<file path="config.mk">
export PLATFORM = sky130hd
export DESIGN_NAME = ihp_front
export DESIGN_NICKNAME = d
export VERILOG_FILES = /design/src/hdl/assert_macros.svh /design/src/hdl/ihp_pkg.sv /design/src/hdl/ihp_front.sv
export SDC_FILE = /design/constraint.sdc
export NUM_CORES = 1
export LEC_CHECK = 0
export ABC_AREA = 1
export BUFFER_PORTS_ARGS = -buffer_cell sky130_fd_sc_hd__buf_2
export CAP_MARGIN = 20
export CORE_MARGIN = 2
export CORE_UTILIZATION = 55
export CTS_CLUSTER_SIZE = 28
export DETAILED_ROUTE_END_ITERATION = 7
export PLACE_DENSITY = 0.84
export SLEW_MARGIN = 20
export SYNTH_ARGS = -nofsm -noshare
export SYNTH_HDL_FRONTEND = slang
export SYNTH_SLANG_ARGS = --single-unit
export TNS_END_PERCENT = 5
</file>
<file path="constraint.sdc">
create_clock -name clk -period 4.9 [get_ports clk]
set_clock_uncertainty 0.2 [all_clocks]
set_input_delay 1.225 -clock clk [delete_from_list [all_inputs] [get_ports clk]]
set_output_delay 1.225 -clock clk [all_outputs]
set_load 0.01 [all_outputs]
</file>
<file path="src/hdl/assert_macros.svh">
// Assertion macros for the heap RTL
`ifndef ASSERT_MACROS_SVH
`define ASSERT_MACROS_SVH
`ifndef SYNTHESIS
`define IHP_ASSERT(lbl, clk, rst_n, prop) \
	lbl: assert property (@(posedge clk) disable iff (!rst_n) prop) else $error("check failed");
`define IHP_NEVER(lbl, clk, rst_n, expr) \
	lbl: assert property (@(posedge clk) disable iff (!rst_n) !(expr)) else $error("check failed");
`else
`define IHP_ASSERT(lbl, clk, rst_n, prop)
`define IHP_NEVER(lbl, clk, rst_n, expr)
`endif
`endif

</file>
<file path="src/hdl/ihp_pkg.sv">
// ----------------------------------------------------------------------------
// ihp_pkg
// Shared types, codes and key ordering for the indexed max-heap.
// ----------------------------------------------------------------------------
`default_nettype none
package ihp_pkg;
	localparam int unsigned HEAP_DEPTH_DEF = 1024;
	localparam int KEY_W = 32;

	typedef logic [1:0] op_t;
	localparam op_t OP_INS    = 2'd0;
	localparam op_t OP_UPD    = 2'd1;
	localparam op_t OP_FULL   = 2'd2;
	localparam op_t OP_BADPOS = 2'd3;

	typedef logic [1:0] status_t;
	localparam status_t STATUS_DONE   = 2'd0;
	localparam status_t STATUS_FULL   = 2'd1;
	localparam status_t STATUS_BADPOS = 2'd2;

	typedef struct packed {
		op_t                     op;
		logic signed [KEY_W-1:0] key;
	} cmd_t;

	function automatic logic key_less(input logic signed [KEY_W-1:0] a,
			input logic signed [KEY_W-1:0] b);
		return a < b;
	endfunction
endpackage
`default_nettype wire

</file>
<file path="src/hdl/ihp_front.sv">
// ----------------------------------------------------------------------------
// ihp_front
// Accepts words, checks them against a running count, queues them (2 deep).
// ----------------------------------------------------------------------------
`default_nettype none
module ihp_front #(
	parameter int unsigned HEAP_DEPTH = ihp_pkg::HEAP_DEPTH_DEF,
	parameter int unsigned SLOT_W     = $clog2(HEAP_DEPTH + 1)
) (
	input  wire logic                              clk,
	input  wire logic                              arst_n,
	input  wire logic                              in_valid,
	output logic                                   in_ready,
	input  wire logic                              cmd,
	input  wire logic signed [ihp_pkg::KEY_W-1:0]  new_key,
	input  wire logic [SLOT_W-1:0]                 position,
	output logic                                   q_valid,
	input  wire logic                              q_ready,
	output ihp_pkg::cmd_t                          q_cmd,
	output logic [SLOT_W-1:0]                      q_slot,
	output logic [SLOT_W-1:0]                      q_count
);
	localparam logic [SLOT_W-1:0] DEPTH_S = SLOT_W'(HEAP_DEPTH);

	logic [SLOT_W-1:0] count_q, cnt_next, slot_c;
	ihp_pkg::op_t      op_c;
	ihp_pkg::cmd_t     fifo_cmd_q [2];
	logic [SLOT_W-1:0] fifo_slot_q [2];
	logic [SLOT_W-1:0] fifo_cnt_q [2];
	logic              wr_ptr_q, rd_ptr_q;
	logic [1:0]        fill_q;
	logic              push, pop;

	// count tracks the back end exactly: it depends only on the command order
	always_comb begin
		cnt_next = count_q;
		if (cmd == 1'b0) begin
			if (count_q == DEPTH_S) begin
				op_c = ihp_pkg::OP_FULL;
			end else begin
				op_c     = ihp_pkg::OP_INS;
				cnt_next = count_q + 1'b1;
			end
			slot_c = cnt_next;
		end else begin
			if (position == '0 || position > count_q) begin
				op_c = ihp_pkg::OP_BADPOS;
			end else begin
				op_c = ihp_pkg::OP_UPD;
			end
			slot_c = position;
		end
	end

	assign in_ready = (fill_q != 2'd2);
	assign push     = in_valid && in_ready;
	assign q_valid  = (fill_q != 2'd0);
	assign pop      = q_valid && q_ready;
	assign q_cmd    = fifo_cmd_q[rd_ptr_q];
	assign q_slot   = fifo_slot_q[rd_ptr_q];
	assign q_count  = fifo_cnt_q[rd_ptr_q];

	always_ff @(posedge clk) begin
		if (push) begin
			fifo_cmd_q[wr_ptr_q]  <= '{op: op_c, key: new_key};
			fifo_slot_q[wr_ptr_q] <= slot_c;
			fifo_cnt_q[wr_ptr_q]  <= cnt_next;
		end
	end

	always_ff @(posedge clk or negedge arst_n) begin
		if (!arst_n) begin
			count_q  <= '0;
			wr_ptr_q <= 1'b0;
			rd_ptr_q <= 1'b0;
			fill_q   <= 2'd0;
		end else begin
			if (push) begin
				count_q  <= cnt_next;
				wr_ptr_q <= ~wr_ptr_q;
			end
			if (pop) begin
				rd_ptr_q <= ~rd_ptr_q;
			end
			if (push && !pop) begin
				fill_q <= fill_q + 2'd1;
			end else if (pop && !push) begin
				fill_q <= fill_q - 2'd1;
			end
		end
	end
endmodule
`default_nettype wire

</file>
==> results by group, run 1 <==
Power
  • Sequential share of power: 38.0%
  • Clock network power share: 31.6%
  • Pwr/cell area: 613.1 nW/um2
  • Logic pwr share: 30.4%
  • Switch Pwr: 1411 uW
  • Int Pwr: 2791 uW
  • Sw Ratio: 33.57%
  • Leak: 0.003098 uW
  • VDD IR max: 0.2747 mV

Worst setup path
  • Critical Path RT: 3470 ps
  • Critical R2R Launch: fill_q[0]$_DFFE_PN0P_
  • Reg-to-reg endpoint: fill_q[1]$_DFFE_PN0P_
  • Setup crit start kind: flip-flop
  • Worst setup EP type: output port
  • Crit path arrival time: 2310 ps
  • Crit Path Class: reg2out
  • Register-to-register setup slack: 2380 ps
  • Worst r2r path cells: 8
  • CP Max Fanout: 30

Placement
  • Final RePlAce weighted congestion: 0.8593
  • Post-detail-place hpwl: 7954 um
  • Cells after DPL: 750
  • Placed inst area: 6223 um2
  • Port Buffers: 105

Timing
  • TNS Setup: 0 ps
  • Hold slack: 269.8 ps
  • Setup violations, final: 0
  • Max-Slew Margin vs Limit: 44.23%
  • Final Hold Vio Count: 0
  • Period utilisation layout: 76.23%
  • RSZ-0062 raised after global routing: false
  • Final Critical Period: 3735 ps
  • Fin. max-slew vios: 0
  • Slew at the pin closest to its max-slew limit: 834.6 ps
  • F_max: 267.7 MHz

Clocking
  • CTS sink count: 127
  • Clock Path Buffers: 2
  • Root Driver: clkbuf_8
  • Cts repair resizes: 0
  • Worst-path clk slew: 60 ps
  • CTS H-tree depth: 4
  • Clk Latency, worst-skew pair: 510 ps
  • Post-CTS Setup Inserts: 0
  • CTS tree: done
  • Cts hold-fix bufs: 0
  • CTS buffer count: 17

Yosys
  • Synth Instances: 526
  • Syn_nets: 588
  • Cell Area, Synth: 5558 um2
  • Mapped Avg Cell Area: 10.57 um2
  • Sequential element share of the synthesized area: 67.27%
  • Post-synth cell types: 30
  • Syn. warnings: 0
  • #FFs+latches synth: 127

Global route
  • Total grt overflow: 0
  • Largest net degree at the start of global routing: 57
  • Met3 Use GR: 6.203%
  • First-pass GRT wire length: 18690 um
  • Total GRT Usage: 22.40%
  • Initial antenna violation count: 0
  • Met2 track demand over resource: 36.97%
  • Grt peak-use layer: met2
  • Met1 usage: 28.72%
  • Vias in the first global route: 3898

Floorplanning
  • Die area: 10930 um2
  • # IOs: 106
  • Initial Util: 56.86%
  • Die Span Y: 104.5 um
  • Die width: 104.5 um
  • Core footprint: 9774 um2
  • Rows: 36

Min path
  • Worst hold endpoint: fill_q[0]$_DFFE_PN0P_
  • Hold path depth: 1
  • HP Start: fill_q[0]$_DFFE_PN0P_
  • Worst hold-check path type: reg2reg

Outcome
  • Status: finished, final reports clean

Drt
  • Vias: 4097
  • Drc violations: 0
  • Drt first pass iters: 5
  • Drt via density: 5.239
  • ANT nets after route: 0
  • Drt initial violations: 411
  • Avg WL per Cell: 15.13 um
  • WL final: 11830 um

Final layout
  • Fin area: 6853 um2
  • Ratio of cells with drive above 1 in the final layout: 25.73%
  • Ant diodes: 0
  • Final nets: 698
  • Area added between synthesis and finish: 23.30%
  • # fillers: 699
  • Storage cell area: 3740 um2
  • Post-Layout Cell Count: 782
  • Multi-input gate area: 1620 um2

Job
  • Max-cap viol count: 0
worst max-delay path, cell delays in order (launching register included):
cell and delay [ps]:
dfrtp_2 350, clkinv_1 610, buf_4 510, nand2_1 110, nand2_1 70, buf_2 140
logic make-up after synthesis:
| family | Yosys count | synth area share, % |
|---|---|---|
| XOR/XNOR | 4 | 0.6305 |
| buffers and inverters | 50 | 3.850 |
| AO/OA/AOI/OAI | 30 | 2.927 |
| flip-flops | 127 | 67.27 |
| adder cells (fa/ha/maj) | 14 | 3.152 |
| AND/OR/NAND/NOR | 301 | 22.18 |
metrics by stage:
stage	power, uW	setup WS, ps	utilization [%]
final	4201	1165	70.11
after global routing	4443	965.8	70.11
after CTS	4230	1123	70.11
after detailed placement	2890	1686	63.67
after global placement	2840	1707	63.67
after floorplan	2406	401.1	-
cells in the final DEF (no fill, tap or decap), types with 3 or more instances in the layout:
cell       synthesis  layout
inv_2              6       6
bufinv_16          0       5
inv_6              0       3
nand2_2            6       6
nand3_2            4       4
nand2_1          255     255
buf_4              1       4
o21ai_0           17      17
nand3_1           10      10
nor2_4             2       4
nand4_1            5       5
dfrtp_1           15      14
edfxtp_1         112     112
buf_2              8     105
clkbuf_16          0      16
a21oi_1            7       7
clkinv_1           0       4
xor2_1             3       3
nor2_1            13      11
nor2_2             3       3
ha_1              14      14
inv_1             24      23
worst max path at each step:
stage | start | endpoint | slack [ps] | cells after the start
3_5_place_dp | in_valid | fill_q[1]$_DFFE_PN0P_ | 1690 | 7
4_1_cts | rd_ptr_q$_DFFE_PN0P_ | q_cmd[4] | 1120 | 5
6_report | rd_ptr_q$_DFFE_PN0P_ | q_cmd[4] | 1160 | 5
3_3_place_gp | in_valid | fifo_cnt_q[1][6]$_DFFE_PP_ | 1710 | 4
2_1_floorplan | in_valid | fifo_cmd_q[1][0]$_DFFE_PP_ | 400 | 3
5_1_grt | rd_ptr_q$_DFFE_PN0P_ | q_cmd[4] | 970 | 5
synth_stat cells, drive strengths merged:
master,instances,area [um2]
nand2,261,994.7
edfxtp,112,3363
inv,30,112.6
o21ai,20,103.9
nor2,18,90.09
dfrtp,15,375.4
buf,14,73.82
ha,14,175.2
nand3,14,90.09
a21oi,8,43.79
clkbuf,5,18.77
nand4,5,31.28
xor2,3,26.28
nor3,2,20.02
a21o,1,7.510
and2,1,6.260
clkinv,1,8.760
o211ai,1,7.510
xnor2,1,8.760
metal layers:
metal / vias to the layer above / routed length, um
met3: 5 / 873
li1: 1958 / -
met5: - / 0
met2: 169 / 6085
met1: 1965 / 4811
met4: 0 / 61
registers in the layout, indices dropped and copies added, names as in the netlist:
signal and cells:
wr_ptr_q 1, fill_q 2, fifo_cmd_q 68, rd_ptr_q 1
fifo_cnt_q 22, count_q 11, fifo_slot_q 22
cell type report:
type                       count  area share (%)
sequential                   127           54.57
multi-input combinational    349           23.64
timing repair buffer         110           8.399
clock buffer                  18           6.098
clock inverter                14           3.086
tap                          133           2.428
inverter                      31           1.771
power by group through the flow:
stage | Clock [uW] | Combinational [uW] | Sequential (uW)
6_report | 1330 | 1280 | 1600
5_1_grt | 1390 | 1430 | 1620
4_1_cts | 1340 | 1290 | 1600
3_5_place_dp | 0 | 1280 | 1620
3_3_place_gp | 0 | 1240 | 1600
2_1_floorplan | 0 | 806 | 1600
Power figures use the tool's default switching activity.
==> run 2, diff against run 1 <==
- clock period: 4.9 -> 3.8 ns (I/O delays scaled with it)
==> run 2 against run 1 <==
- critical path type unchanged
- via count increased by 1.4%
- worst setup slack got worse by 480 ps
- total power increased by 26%
- largest power group unchanged
- flip-flop and latch count unchanged
==> results by group, run 2 (synthesized netlist as in run 1, its figures left out) <==
Worst setup path
  • Slowest CP cell: buf_4
  • WP buf/inv: 3 (unchanged)
  • CP Cell Sequence: clkinv_1 > buf_4 > nand2_1 > nand2_1 > buf_2
  • Crit path arrival time: 1970 ps (-340 ps)
  • Critical R2R Launch: fill_q[0]$_DFFE_PN0P_
  • Setup crit start kind: flip-flop
  • Crit path launch: rd_ptr_q$_DFFE_PN0P_
  • Critical Path Most Common Cell: nand2_1
  • Critical Path RT: 2650 ps (-820 ps)
  • CP delay by family, top: buffers and inverters
  • Crit Path Class: reg2out
  • Max incr delay on CP: 480 ps (-130 ps)
  • Worst setup EP type: output port
  • CP Max Fanout: 47 (+57%)

Final layout
  • Final core occ: 69.60% (-0.51 points)
  • Ratio of cells with drive above 1 in the final layout: 26.35% (+0.62 points)
  • Final nets: 698 (unchanged)
  • Largest reg by FF count: fifo_cmd_q
  • Commonest non-fill, non-tap cell in the layout: nand2_1
  • Area added between synthesis and finish: 22.40%
  • Biggest regs: fifo_cmd_q x68, fifo_cnt_q x22, fifo_slot_q x22
  • Fin area: 6803 um2 (-0.73%)
  • Commonest cells after routing, fill and taps aside: 255 x nand2_1, 112 x edfxtp_1, 105 x buf_2
  • Post-Layout Cell Count: 782 (unchanged)
  • Largest register FFs: 68 (unchanged)
  • Ant diodes: 0 (unchanged)

Timing
  • Slew at the pin closest to its max-slew limit: 569.1 ps (-265.5 ps)
  • Period utilisation layout: 82.03%
  • Final Hold Vio Count: 0 (unchanged)
  • TNS Setup: 0 ps (unchanged)
  • Setup violations, final: 0 (unchanged)
  • RSZ-0062 raised after global routing: false
  • F_max: 320.8 MHz
  • Max-Slew Margin vs Limit: 62.06% (+18 points)
  • Final Critical Period: 3117 ps
  • Hold slack: 141.1 ps (-128.6 ps)
  • Fin. max-slew vios: 0 (unchanged)

Clocking
  • CTS H-tree depth: 4 (unchanged)
  • Post-CTS Setup Inserts: 0 (unchanged)
  • Worst-path clk slew: 60 ps (about the same)
  • CTS sink count: 127 (unchanged)
  • CTS buffer count: 17 (unchanged)
  • Root Driver: clkbuf_8
  • Clk Latency, worst-skew pair: 520 ps (about the same)
  • Clock Path Buffers: 2 (unchanged)
  • Cts repair resizes: 0 (unchanged)
  • CTS tree: done
  • Cts hold-fix bufs: 0 (unchanged)

Min path
  • Worst hold-check path type: in2async

Global route
  • First-pass GRT wire length: 20070 um (+7.3%)
  • Vias in the first global route: 4022 (+3.2%)
  • Total grt overflow: 0 (unchanged)
  • Initial antenna violation count: 0 (unchanged)
  • Total GRT Usage: 23.78% (+1.4 points)
  • Largest net degree at the start of global routing: 57 (unchanged)

Job
  • Max-cap viol count: 0 (unchanged)

Floorplanning
  • Die Span Y: 104.5 um (unchanged)
  • Die width: 104.5 um (unchanged)
  • Core footprint: 9774 um2 (unchanged)
  • # IOs: 106 (unchanged)
  • Rows: 36 (unchanged)
  • Initial Util: 56.86% (unchanged)
  • Die area: 10930 um2 (unchanged)

Placement
  • Port Buffers: 105 (unchanged)
  • Post-detail-place hpwl: 8034 um (+1.0%)
  • Cells after DPL: 750 (unchanged)
  • Final RePlAce weighted congestion: 0.8799 (+2.4%)
  • Placed inst area: 6236 um2 (+0.20%)

Drt
  • Drt via density: 5.311 (+1.4%)
  • Vias: 4153 (+1.4%)
  • Avg WL per Cell: 15.83 um (+4.6%)
  • Drc violations: 0 (unchanged)
  • Drt first pass iters: 5 (unchanged)
  • Drt initial violations: 419 (+1.9%)
  • WL final: 12380 um (+4.6%)
  • ANT nets after route: 0 (unchanged)

Power
  • Pwr/cell area: 775.9 nW/um2 (+27%)
  • Leak: 0.003080 uW (-0.58%)
  • VDD IR max: 0.4328 mV (+58%)

Outcome
  • Status: finished, final reports clean
## run 2: changes by cell type in the layout (fill, tap and decap cells not counted), sizes merged
cell	change
bufinv	-4
inv	+4
clkinv	+2
clkbuf	-1
clkinvlp	-1
## run 2: worst paths after layout
| kind | slack [ps] | end | cells after the start |
|---|---|---|---|
| worst max register to register | 1650 | fill_q[1]$_DFFE_PN0P_ | 8 |
| max in group asynchronous | 2960 | rd_ptr_q$_DFFE_PN0P_ | 1 |
| min in group clk | 280 | fill_q[0]$_DFFE_PN0P_ | 1 |
| worst min-delay path | 140 | count_q[0]$_DFFE_PN0P_ | 1 |
| worst max-delay path | 680 | q_slot[7] | 5 |
| worst min register to register | 280 | fill_q[0]$_DFFE_PN0P_ | 1 |
## run 2: per-layer routing
layer,share of wire [%],up-vias,GRT usage (%),wire [um]
met1,43,1975,31.52,5287
met3,7.4,14,6.767,922
met4,0.74,0,6.757,91
met2,49,197,38.56,6076
li1,-,1967,-,-
met5,0,-,0,0
## run 2: layout make-up
cell class | count | area, um2
sequential | 127 | 3740
timing repair buffer | 110 | 588.1
clock inverter | 15 | 152.6
multi-input combinational | 349 | 1620
clock buffer | 17 | 414.1
fill | 677 | 2972
inverter | 31 | 121.4
tap | 133 | 166.4
## run 2: stage by stage
stage	power, uW	worst slack (ps)
3_5_place_dp	3755	1134
2_1_floorplan	3098	-397.5
3_3_place_gp	3676	1224
6_report	5278	682.8
4_1_cts	5297	670.8
5_1_grt	5571	547.2
## run 2: power by group
| part | internal [uW] | switching [uW] | total, uW |
|---|---|---|---|
| logic | 545 | 1130 | 1680 |
| registers | 1930 | 138 | 2070 |
| clock network | 889 | 644 | 1530 |
